`config.mk`:
```
export PLATFORM = sky130hd
export DESIGN_NAME = ptom_ctrl
export DESIGN_NICKNAME = d
export VERILOG_FILES = /design/src/hw/rtl/price_time_order_matcher_assert.svh /design/src/hw/rtl/ptom_pkg.sv /design/src/hw/rtl/ptom_ctrl.sv
export SDC_FILE = /design/constraint.sdc
export NUM_CORES = 1
export LEC_CHECK = 0
export ABC_CLOCK_PERIOD_IN_PS = 1500
export BUFFER_PORTS_ARGS = -buffer_cell sky130_fd_sc_hd__buf_2
export CAP_MARGIN = 10
export CORE_AREA = 8 8 45 47
export DETAILED_ROUTE_END_ITERATION = 8
export DIE_AREA = 0 0 53 55
export PLACE_DENSITY_LB_ADDON = 0.15
export REMOVE_ABC_BUFFERS = 1
export SKIP_CTS_REPAIR_TIMING = 1
export SLEW_MARGIN = 25
export SYNTH_ARGS = -nofsm -noshare
export SYNTH_HDL_FRONTEND = slang
export SYNTH_SLANG_ARGS = --single-unit
```
`constraint.sdc`:
```
create_clock -name clk_i -period 1.5 [get_ports clk_i]
set_input_delay 0.15 -clock clk_i [delete_from_list [all_inputs] [get_ports clk_i]]
set_output_delay 0.15 -clock clk_i [all_outputs]
set_load 0.005 [all_outputs]
```
`src/hw/rtl/price_time_order_matcher_assert.svh`:
```
// assertion macros for the order matcher
// uses the clk_i and rst_ni names of the including module
`ifndef PRICE_TIME_ORDER_MATCHER_ASSERT_SVH
`define PRICE_TIME_ORDER_MATCHER_ASSERT_SVH
`ifndef NO_ASSERTIONS
`define PTOM_ASSERT(lbl, prop) \
  lbl: assert property (@(posedge clk_i) disable iff (!rst_ni) prop) \
    else $error("order matcher check failed");
`define PTOM_NEVER(lbl, expr) \
  lbl: assert property (@(posedge clk_i) disable iff (!rst_ni) !(expr)) \
    else $error("order matcher forbidden condition");
`else
`define PTOM_ASSERT(lbl, prop)
`define PTOM_NEVER(lbl, expr)
`endif
`endif

```
`src/hw/rtl/ptom_pkg.sv`:
```
// shared types and constants for the order matcher
// no dependencies
package ptom_pkg;

  localparam int unsigned SideDepth = 64;
  localparam int unsigned AddrW     = $clog2(SideDepth);
  localparam int unsigned CntW      = $clog2(SideDepth + 1);

  localparam logic [1:0] OP_BUY  = 2'd0;
  localparam logic [1:0] OP_SELL = 2'd1;

  typedef enum logic [2:0] {
    RES_RESTED    = 3'd0,
    RES_TRADED    = 3'd1,
    RES_CANCELLED = 3'd2,
    RES_NOT_FOUND = 3'd3,
    RES_FULL      = 3'd4
  } res_status_e;

  typedef enum logic [1:0] {
    S_IDLE,
    S_SCAN,
    S_DRAIN,
    S_DECIDE
  } state_e;

  typedef struct packed {
    logic [31:0] ident;
    logic [31:0] price;
    logic [31:0] stamp;
    logic [31:0] seq;
  } entry_t;

  typedef struct packed {
    logic start;
    logic issue;
    logic restart;
    logic commit;
  } cmd_t;

  typedef struct packed {
    logic last;
    logic found;
    logic cancel;
    logic on_ask;
    logic out_free;
  } stat_t;

  typedef struct packed {
    res_status_e status;
    logic [31:0] buyer_id;
    logic [31:0] seller_id;
    logic [31:0] trade_price;
    logic [31:0] trade_number;
    logic [6:0]  buy_depth;
    logic [6:0]  sell_depth;
  } result_t;

endpackage

```
`src/hw/rtl/ptom_ctrl.sv`:
```
// sequencing state machine of the order matcher
// depends on ptom_pkg
module ptom_ctrl (
  input  logic           clk_i,
  input  logic           rst_ni,
  input  logic           in_valid_i,
  output logic           in_ready_o,
  input  ptom_pkg::stat_t stat_i,
  output ptom_pkg::cmd_t  cmd_o
);

  ptom_pkg::state_e state_q, state_d;
  logic need_restart;

  // a cancel that missed on the buy side goes on to the sell side
  assign need_restart = stat_i.cancel && !stat_i.found && !stat_i.on_ask;

  always_ff @(posedge clk_i or negedge rst_ni) begin
    if (!rst_ni) begin
      state_q <= ptom_pkg::S_IDLE;
    end else begin
      state_q <= state_d;
    end
  end

  always_comb begin
    state_d = state_q;
    unique case (state_q)
      ptom_pkg::S_IDLE: begin
        if (in_valid_i) state_d = ptom_pkg::S_SCAN;
      end
      ptom_pkg::S_SCAN: begin
        if (stat_i.last) state_d = ptom_pkg::S_DRAIN;
      end
      ptom_pkg::S_DRAIN: begin
        state_d = ptom_pkg::S_DECIDE;
      end
      ptom_pkg::S_DECIDE: begin
        if (need_restart) state_d = ptom_pkg::S_SCAN;
        else if (stat_i.out_free) state_d = ptom_pkg::S_IDLE;
      end
      default: state_d = ptom_pkg::S_IDLE;
    endcase
  end

  always_comb begin
    in_ready_o = 1'b0;
    cmd_o      = '0;
    unique case (state_q)
      ptom_pkg::S_IDLE: begin
        in_ready_o  = 1'b1;
        cmd_o.start = in_valid_i;
      end
      ptom_pkg::S_SCAN: begin
        cmd_o.issue = 1'b1;
      end
      ptom_pkg::S_DRAIN: begin
      end
      ptom_pkg::S_DECIDE: begin
        cmd_o.restart = need_restart;
        cmd_o.commit  = !need_restart && stat_i.out_free;
      end
      default: begin
      end
    endcase
  end

endmodule

```
==> Word-level counts from Yosys, hierarchy flattened <==
Index checks and enable logic that the tools add are counted.
{ "totals": {"elab_cells": 24, "inputBits": 8, "out_inout_bits": 5, "regBits": 2} }
{ "op_classes": {"n_eq_ne": 6, "muxes": 9, "n_reduce_logical": 8} }
{ "op_table": {"columns": ["cell", "n"], "rows": [
  ["2-bit two-way mux", 5],
  ["2-bit one-hot mux with 4 select lines", 1],
  ["2-bit equality test (second input constant)", 2],
  ["2-bit inequality test (second input constant)", 2],
  ["1-bit logical AND", 3],
  ["1-bit logical NOT", 3],
  ["1-bit two-way mux", 3],
  ["3-bit inequality test (second input constant)", 1],
  ["3-bit AND reduction", 1],
  ["2-bit by 1-bit equality test with 1-bit output (second input constant)", 1],
  ["2-bit logical NOT", 1]
]} }

==> Longest topological paths before layout <==
Gate-level depths: netlist (run 1).
{ "depth": {"ltp_word": 6, "ltp_mapped": 6, "depth_no_buf": 6} }

==> Least setup slack after synthesis (run 1) <==
No wires, ideal clock.
{ "synth_path": {"kind": "register -> register", "startpoint": "register state_q[0]", "endpoint": "register state_q[0]", "setup_time_ns": 0.087, "t_arrival_ns": 1.226, "synth_period_minus_slack_ns": 1.313, "setup_slack_ns": 0.187, "path_stages_with_launch": 6, "cell_sequence": "dfrtp_1 ha_1 nor2b_1 a221oi_4 o21ai_1 a22oi_1"} }
{ "synth_between": {"elab_chain_len": 3, "elab_cells_between_ends": 9, "cone_classes": "eq/ne (6); mux (1); reduce/logical (2)"} }
{ "synth_lines": {"columns": ["item", "line_no", "rtl"], "rows": [
  ["from (decl)", "ptom_ctrl.sv:12", "ptom_pkg::state_e state_q, state_d;"],
  ["from (signal assigned)", "ptom_ctrl.sv:20", "state_q <= ptom_pkg::S_IDLE;"],
  ["from (signal assigned)", "ptom_ctrl.sv:22", "state_q <= state_d;"],
  ["2-bit equality test (tied with other cells)", "ptom_ctrl.sv:28", "unique case (state_q)"],
  ["3-bit inequality test (no line) / 2-bit inequality test (equally long branches)", null, null],
  ["3-bit AND reduction (no line)", null, null]
]} }
Parallel ways exist; a longest one is shown, timed or not.
A chain may end at the register's enable or synchronous reset.

==> Final worst setup path (run 1) <==
Same ends and word-level chain as after synthesis.

==> results of run 1 <==
[layout by cell type, fill, tap and decap left out, drive strengths merged]
master / count
buf: 13
inv: 4
ha: 4
clkbuf: 3
dfrtp: 2
nor2b: 2
o21ai: 2
or3b: 1
and3: 1
nor2: 1
and2: 1
a221oi: 1
nand2: 1
nor3: 1
a22oi: 1
dlygate4sd3: 1
[layout make-up]
type                            instances  area [µm²]
Fill cell                             150        1040
Multi-Input combinational cell         16         154
Timing Repair Buffer                   14        77.6
Sequential cell                         2        50.0
Clock buffer                            3        22.5
Tap cell                               16        20.0
Inverter                                4        15.0
[layer usage]
metal	up-vias	global-route usage [%]	wire length, µm	part of all wire (%)
met5	-	0	0	0
met4	0	5.17	0	0
met3	0	2.14	53	9.7
met2	5	6.64	322	59
met1	99	2.89	172	31
li1	107	-	-	-
[report_power, final]
| part | leakage, µW | switching, µW | internal [µW] | total (µW) |
|---|---|---|---|---|
| Sequential | 0.0000235 | 26.1 | 85.5 | 112 |
| Clock | 0.0000138 | 28.8 | 88.1 | 117 |
| Combinational | 0.000138 | 170 | 189 | 359 |
[metrics by stage]
stage | hold slack, ns | util [%] | instance area (µm²) | total power, µW | worst slack [ns]
floorplan | -0.146 | - | 209 | 343 | 0.187
global route | 0.249 | 24.5 | 339 | 673 | -0.0182
CTS | -0.302 | 22.5 | 312 | 565 | 0.0363
global placement | -0.0652 | 20.9 | 289 | 433 | 0.0971
detailed placement | -0.0616 | 20.9 | 289 | 439 | 0.0431
finish | 0.255 | 24.5 | 339 | 588 | 0.109
[worst max path at each step]
stage | start | endpoint | slack (ns) | cells past startpoint
global placement | state_q[0]$_DFFE_PN0P_ | state_q[0]$_DFFE_PN0P_ | 0.1 | 5
CTS | state_q[0]$_DFFE_PN0P_ | state_q[0]$_DFFE_PN0P_ | 0.04 | 5
detailed placement | state_q[0]$_DFFE_PN0P_ | state_q[0]$_DFFE_PN0P_ | 0.04 | 5
finish | state_q[0]$_DFFE_PN0P_ | state_q[0]$_DFFE_PN0P_ | 0.11 | 5
floorplan | state_q[0]$_DFFE_PN0P_ | state_q[0]$_DFFE_PN0P_ | 0.19 | 5
global route | state_q[0]$_DFFE_PN0P_ | state_q[0]$_DFFE_PN0P_ | -0.02 | 5
[logic make-up after synthesis]
| group | share of synthesized area [%] |
|---|---|
| adders and majority gates | 24.0 |
| AOI/OAI and AO/OA | 21.0 |
| and+or+nand+nor | 23.9 |
| buffers and inverters | 7.18 |
| DFF | 24.0 |
[worst register-to-register path, stage by stage, from the launching register on]
cell	delay, ns
dfrtp_1	0.39
ha_2	0.20
nor2b_1	0.15
a221oi_4	0.28
o21ai_1	0.11
a22oi_1	0.18
==> results_dict.tcl, run 1 <==
set metrics [dict create \
    ant_nets 0 \
    die_h_um 55 \
    cp.required_ns 1.63 \
    finalMaxSlewViolations 0 \
    wire_per_inst_um 9.95 \
    synthToLayoutAreaGrowth_pct 62.3 \
    vias_per_cell 3.84 \
    largest_reg_flops 2 \
    synth_area_um2 209 \
    drive_gt1_share_pct 61.5 \
    path_delay_family "compound AO/OA/AOI/OAI gates" \
    dp.cells 50 \
    cp.arrival_ns 1.52 \
    grtUsageTotal_pct 3.99 \
    vias 211 \
    finalCriticalPeriod_ns 1.39 \
    drt_pass1_iterations 3 \
    crit_buf_inv 0 \
    synth-seq-cells 2 \
    drcViolationCount 0 \
    cts_root_buf "clkbuf_4" \
    r2r_start "state_q[0]$_DFFE_PN0P_" \
    netlist.area_leader.share_pct 24.0 \
    antenna_found_initial 0 \
    syn_inst 22 \
    cp_cell_sequence "ha_2 > nor2b_1 > a221oi_4 > o21ai_1 > a22oi_1" \
    finalClockSkew_ns 0.000205 \
    finalHoldViolations 0 \
    clock-sinks 2 \
    hp-class "input port to asynchronous set/reset pin" \
    dieArea_um2 2920 \
    grt_max_degree 5 \
    first_global_vias 230 \
    max_freq_ghz 0.719 \
    coreArea_um2 1380 \
    startpoint_type "flip-flop" \
    std_cell_rows 14 \
    antenna_cells 0 \
    ys_seq_area_share_pct 24.0 \
    port_buffers 12 \
    regMostFlops "state_q" \
    finalSetupTns_ns 0 \
    leakagePower_uw 0.000175 \
    tightestPinTransition_ns 0.261 \
    clk_path_buf_depth 2 \
    overflow 0 \
    synthTopCellsByCount "ha_1, inv_1, dfrtp_1, nor2b_1" \
    r2r_cells 5 \
    design.portCount 13 \
    cts_buffers 3 \
    nets 53 \
    clkTransAtPathRegs_ns 0.03 \
    gp_congestion 0.603 \
    netlist_top_cells_area "dfrtp_1, ha_1, a221oi_4" \
    status "completed" \
    vdd_drop_max_v 0.000589 \
    synthDistinctLibCells 14 \
    cts_tree "built" \
    critPathMaxStageDelay_ns 0.39 \
    rrSetupSlack_ns 0.11 \
    synth_area_leader_cell "dfrtp_1" \
    stdcell_count 55 \
    maxSlewHeadroom_pct 82.6 \
    cap_viol_max_count 0 \
    crit_slowest_cell "dfrtp_1" \
    grt_pass1_wl_um 814 \
    drt_iter0_drc 2 \
    crit_path_end_kind "flip-flop" \
    routed_wl_um 547 \
    chipWidth_um 53 \
    path_max_fanout 4 \
    crit_type "flip-flop to flip-flop" \
    yosys_warnings 0 \
    fin_crit_sh_pct 92.7 \
    cts.htree.levels 1 \
    synth-edff-count 0 \
    rr_endpoint "state_q[0]$_DFFE_PN0P_" \
    largestRegisters "state_q: 2 flops" \
    ys.flop_type "dfrtp_1" \
    initial_core_util_pct 15.1 \
    setup_violations 0 \
    syn_avg_cell_area_um2 9.50 \
    insertion_delay_ns 0.22 \
    p_per_area_nw_per_um2 1730 \
    async_flop_share_pct 100 \
]
Power figures use the tool's default switching activity.
==> run 2: changes to the inputs <==
--- a/config.mk
+++ b/config.mk
@@ -5,6 +5,7 @@
 export SDC_FILE = /design/constraint.sdc
 export NUM_CORES = 1
 export LEC_CHECK = 0
+export ABC_AREA = 1
 export ABC_CLOCK_PERIOD_IN_PS = 1500
 export BUFFER_PORTS_ARGS = -buffer_cell sky130_fd_sc_hd__buf_2
 export CAP_MARGIN = 10
==> results_dict.tcl, run 2 <==
set metrics [dict create \
    p_per_area_nw_per_um2 1590 \
    vias 238 \
    cts.htree.levels 1 \
    hp-class "input port to asynchronous set/reset pin" \
    pwr-share-comb_pct 59.8 \
    nets 64 \
    synthTopCellsByCount "inv_1, nand2_1, ha_1" \
    design.portCount 13 \
    r2r_cells 7 \
    rrSetupSlack_ns 0.28 \
    gp_congestion 0.648 \
    die_h_um 55 \
    synth-compound-area-share_pct 8.67 \
    ys_seq_area_share_pct 20.4 \
    synthToLayoutAreaGrowth_pct 45.9 \
    drt_iter0_drc 5 \
    cts_buffers 3 \
    drcViolationCount 0 \
    synth_area_um2 245 \
    synth_xor_area_share_pct 0 \
    multi_input_area_um2 154 \
    grtUsageTotal_pct 4.26 \
    rsz0062_at_grt "no" \
    drt_pass1_iterations 4 \
    rr_endpoint "state_q[1]$_DFFE_PN0P_" \
    ys.flop_type "dfrtp_1" \
    switching_share_pct 42.8 \
    switching_power_uw 244 \
    finalMaxSlewViolations 0 \
    insertion_delay_ns 0.22 \
    fin_crit_sh_pct 89.1 \
    cp.arrival_ns 1.19 \
    vias_per_cell 3.61 \
    antenna_found_initial 0 \
    p_clk_share_pct 20.8 \
    synthDistinctLibCells 14 \
    cap_viol_max_count 0 \
    finalClockSkew_ns 0.000921 \
    async_flop_share_pct 100 \
    synth.area.mux_share_pct 0 \
    crit_type "flip-flop to output pin" \
    finalCriticalPeriod_ns 1.34 \
    yosys_warnings 0 \
    cts_tree "built" \
    crit_path_end_kind "output pin" \
    layout.cells.most_common "buf_2" \
    routed_wl_um 546 \
    vdd_drop_max_v 0.000556 \
    synth-seq-cells 2 \
    r2r_start "state_q[1]$_DFFE_PN0P_" \
    syn_avg_cell_area_um2 7.21 \
    maxSlewHeadroom_pct 89.2 \
    finalSetupTns_ns 0 \
    synth_top_family_by_area "simple AND/OR/NAND/NOR gates" \
    dp_hpwl_um 482 \
    largest_reg_flops 2 \
    path_max_fanout 5 \
    clock-sinks 2 \
    std_cell_rows 14 \
    synth_area_leader_cell "dfrtp_1" \
    cts_root_buf "clkbuf_4" \
    first_global_vias 248 \
    met2WireLength_um 304 \
    ant_nets 0 \
    antenna_cells 0 \
    wire_per_inst_um 8.27 \
    synth.most_common_cell "inv_1" \
    port_buffers 12 \
    fillerInstances 168 \
    synth-simple-area-share_pct 33.7 \
    cp.required_ns 1.35 \
    drive_gt1_share_pct 44.0 \
    final_cell_mix "buf_2, inv_1, nand2_1" \
    synth-edff-count 0 \
    leakagePower_uw 0.000227 \
    wl_met1_um 201 \
    status "completed" \
    power_uw 569 \
    finalHoldViolations 0 \
    syn_inst 34 \
    chipWidth_um 53 \
    largestRegisters "state_q: 2 flops" \
    seqPwrFrac_pct 19.4 \
    dr_wl_met3_um 40 \
    initial_core_util_pct 17.7 \
    endpoint "cmd_o[1]" \
    clkTransAtPathRegs_ns 0.03 \
    regArea_um2 50.0 \
    regMostFlops "state_q" \
    overflow 0 \
    crit_start "state_q[0]$_DFFE_PN0P_" \
    grt_pass1_wl_um 897 \
    setup_violations 0 \
    p_int_uw 326 \
    netlist_top_cells_area "dfrtp_1, ha_1, inv_1" \
    startpoint_type "flip-flop" \
    clk_path_buf_depth 2 \
    dieArea_um2 2920 \
    top_layer_used "met3" \
    max_freq_ghz 0.748 \
    grt_max_degree 6 \
    netlist.area_leader.share_pct 20.4 \
    tightestPinTransition_ns 0.162 \
    coreArea_um2 1380 \
    synth_fa_ha_area_share_pct 20.4 \
]
-- run 2: cell types whose count changed after synthesis, moves of 2 or more --
cell	previous run	this run
nor2b_1	2	0
clkinv_1	0	2
nand3_1	0	2
nand3_2	0	2
inv_1	4	8
nand2_1	1	6
nand2_2	0	2
-- run 2: per-stage QoR --
stage	hold WS, ns	utilization, %	instance area [µm²]	setup slack, ns	instances
after floorplan	-0.146	-	245	0.360	34
after global placement	-0.0629	23.5	325	0.292	62
after detailed placement	-0.0647	23.5	325	0.278	62
after CTS	-0.308	25.1	348	0.134	65
after global routing	0.250	25.9	358	0.0573	66
final	0.234	25.9	358	0.163	66
-- run 2: how the worst min path moves through the flow --
| stage | depth (start not counted) | endpoint | startpoint |
|---|---|---|---|
| 2_1_floorplan | 0 | state_q[0]$_DFFE_PN0P_ | rst_ni |
| 3_3_place_gp | 1 | state_q[1]$_DFFE_PN0P_ | rst_ni |
| 3_5_place_dp | 1 | state_q[0]$_DFFE_PN0P_ | rst_ni |
| 4_1_cts | 1 | state_q[0]$_DFFE_PN0P_ | rst_ni |
| 5_1_grt | 2 | state_q[1]$_DFFE_PN0P_ | rst_ni |
| 6_report | 2 | state_q[0]$_DFFE_PN0P_ | rst_ni |
-- run 2: final cells by class --
class | count | area share [%]
Clock buffer | 3 | 6.29
Inverter | 11 | 11.5
Multi-Input combinational cell | 21 | 43.0
Sequential cell | 2 | 14.0
Tap cell | 16 | 5.59
Timing Repair Buffer | 13 | 19.6
-- run 2: per-layer routing --
metal	vias up	global-route usage (%)
li1	134	-
met1	100	3.80
met2	4	7.03
met3	0	1.34
met4	0	5.17
met5	-	0
-- run 2: cell families after synthesis --
| kind of cell | count (synthesis) |
|---|---|
| flops | 2 |
| simple gates | 14 |
| buf+inv | 11 |
| fa+ha+maj | 4 |
| compound gates | 3 |
-- run 2: power by group through the flow --
stage / Sequential [µW] / Clock (µW) / Combinational (µW)
final: 111 / 118 / 341
after global routing: 117 / 128 / 401
after CTS: 111 / 129 / 352
after detailed placement: 111 / 0 / 351
after global placement: 111 / 0 / 357
after floorplan: 105 / 0 / 253
-- run 2: critical path, cell delays in order (launching register included) --
cell	delay (ns)
dfrtp_1	0.41
ha_1	0.26
nand4_1	0.13
inv_1	0.05
buf_2	0.12
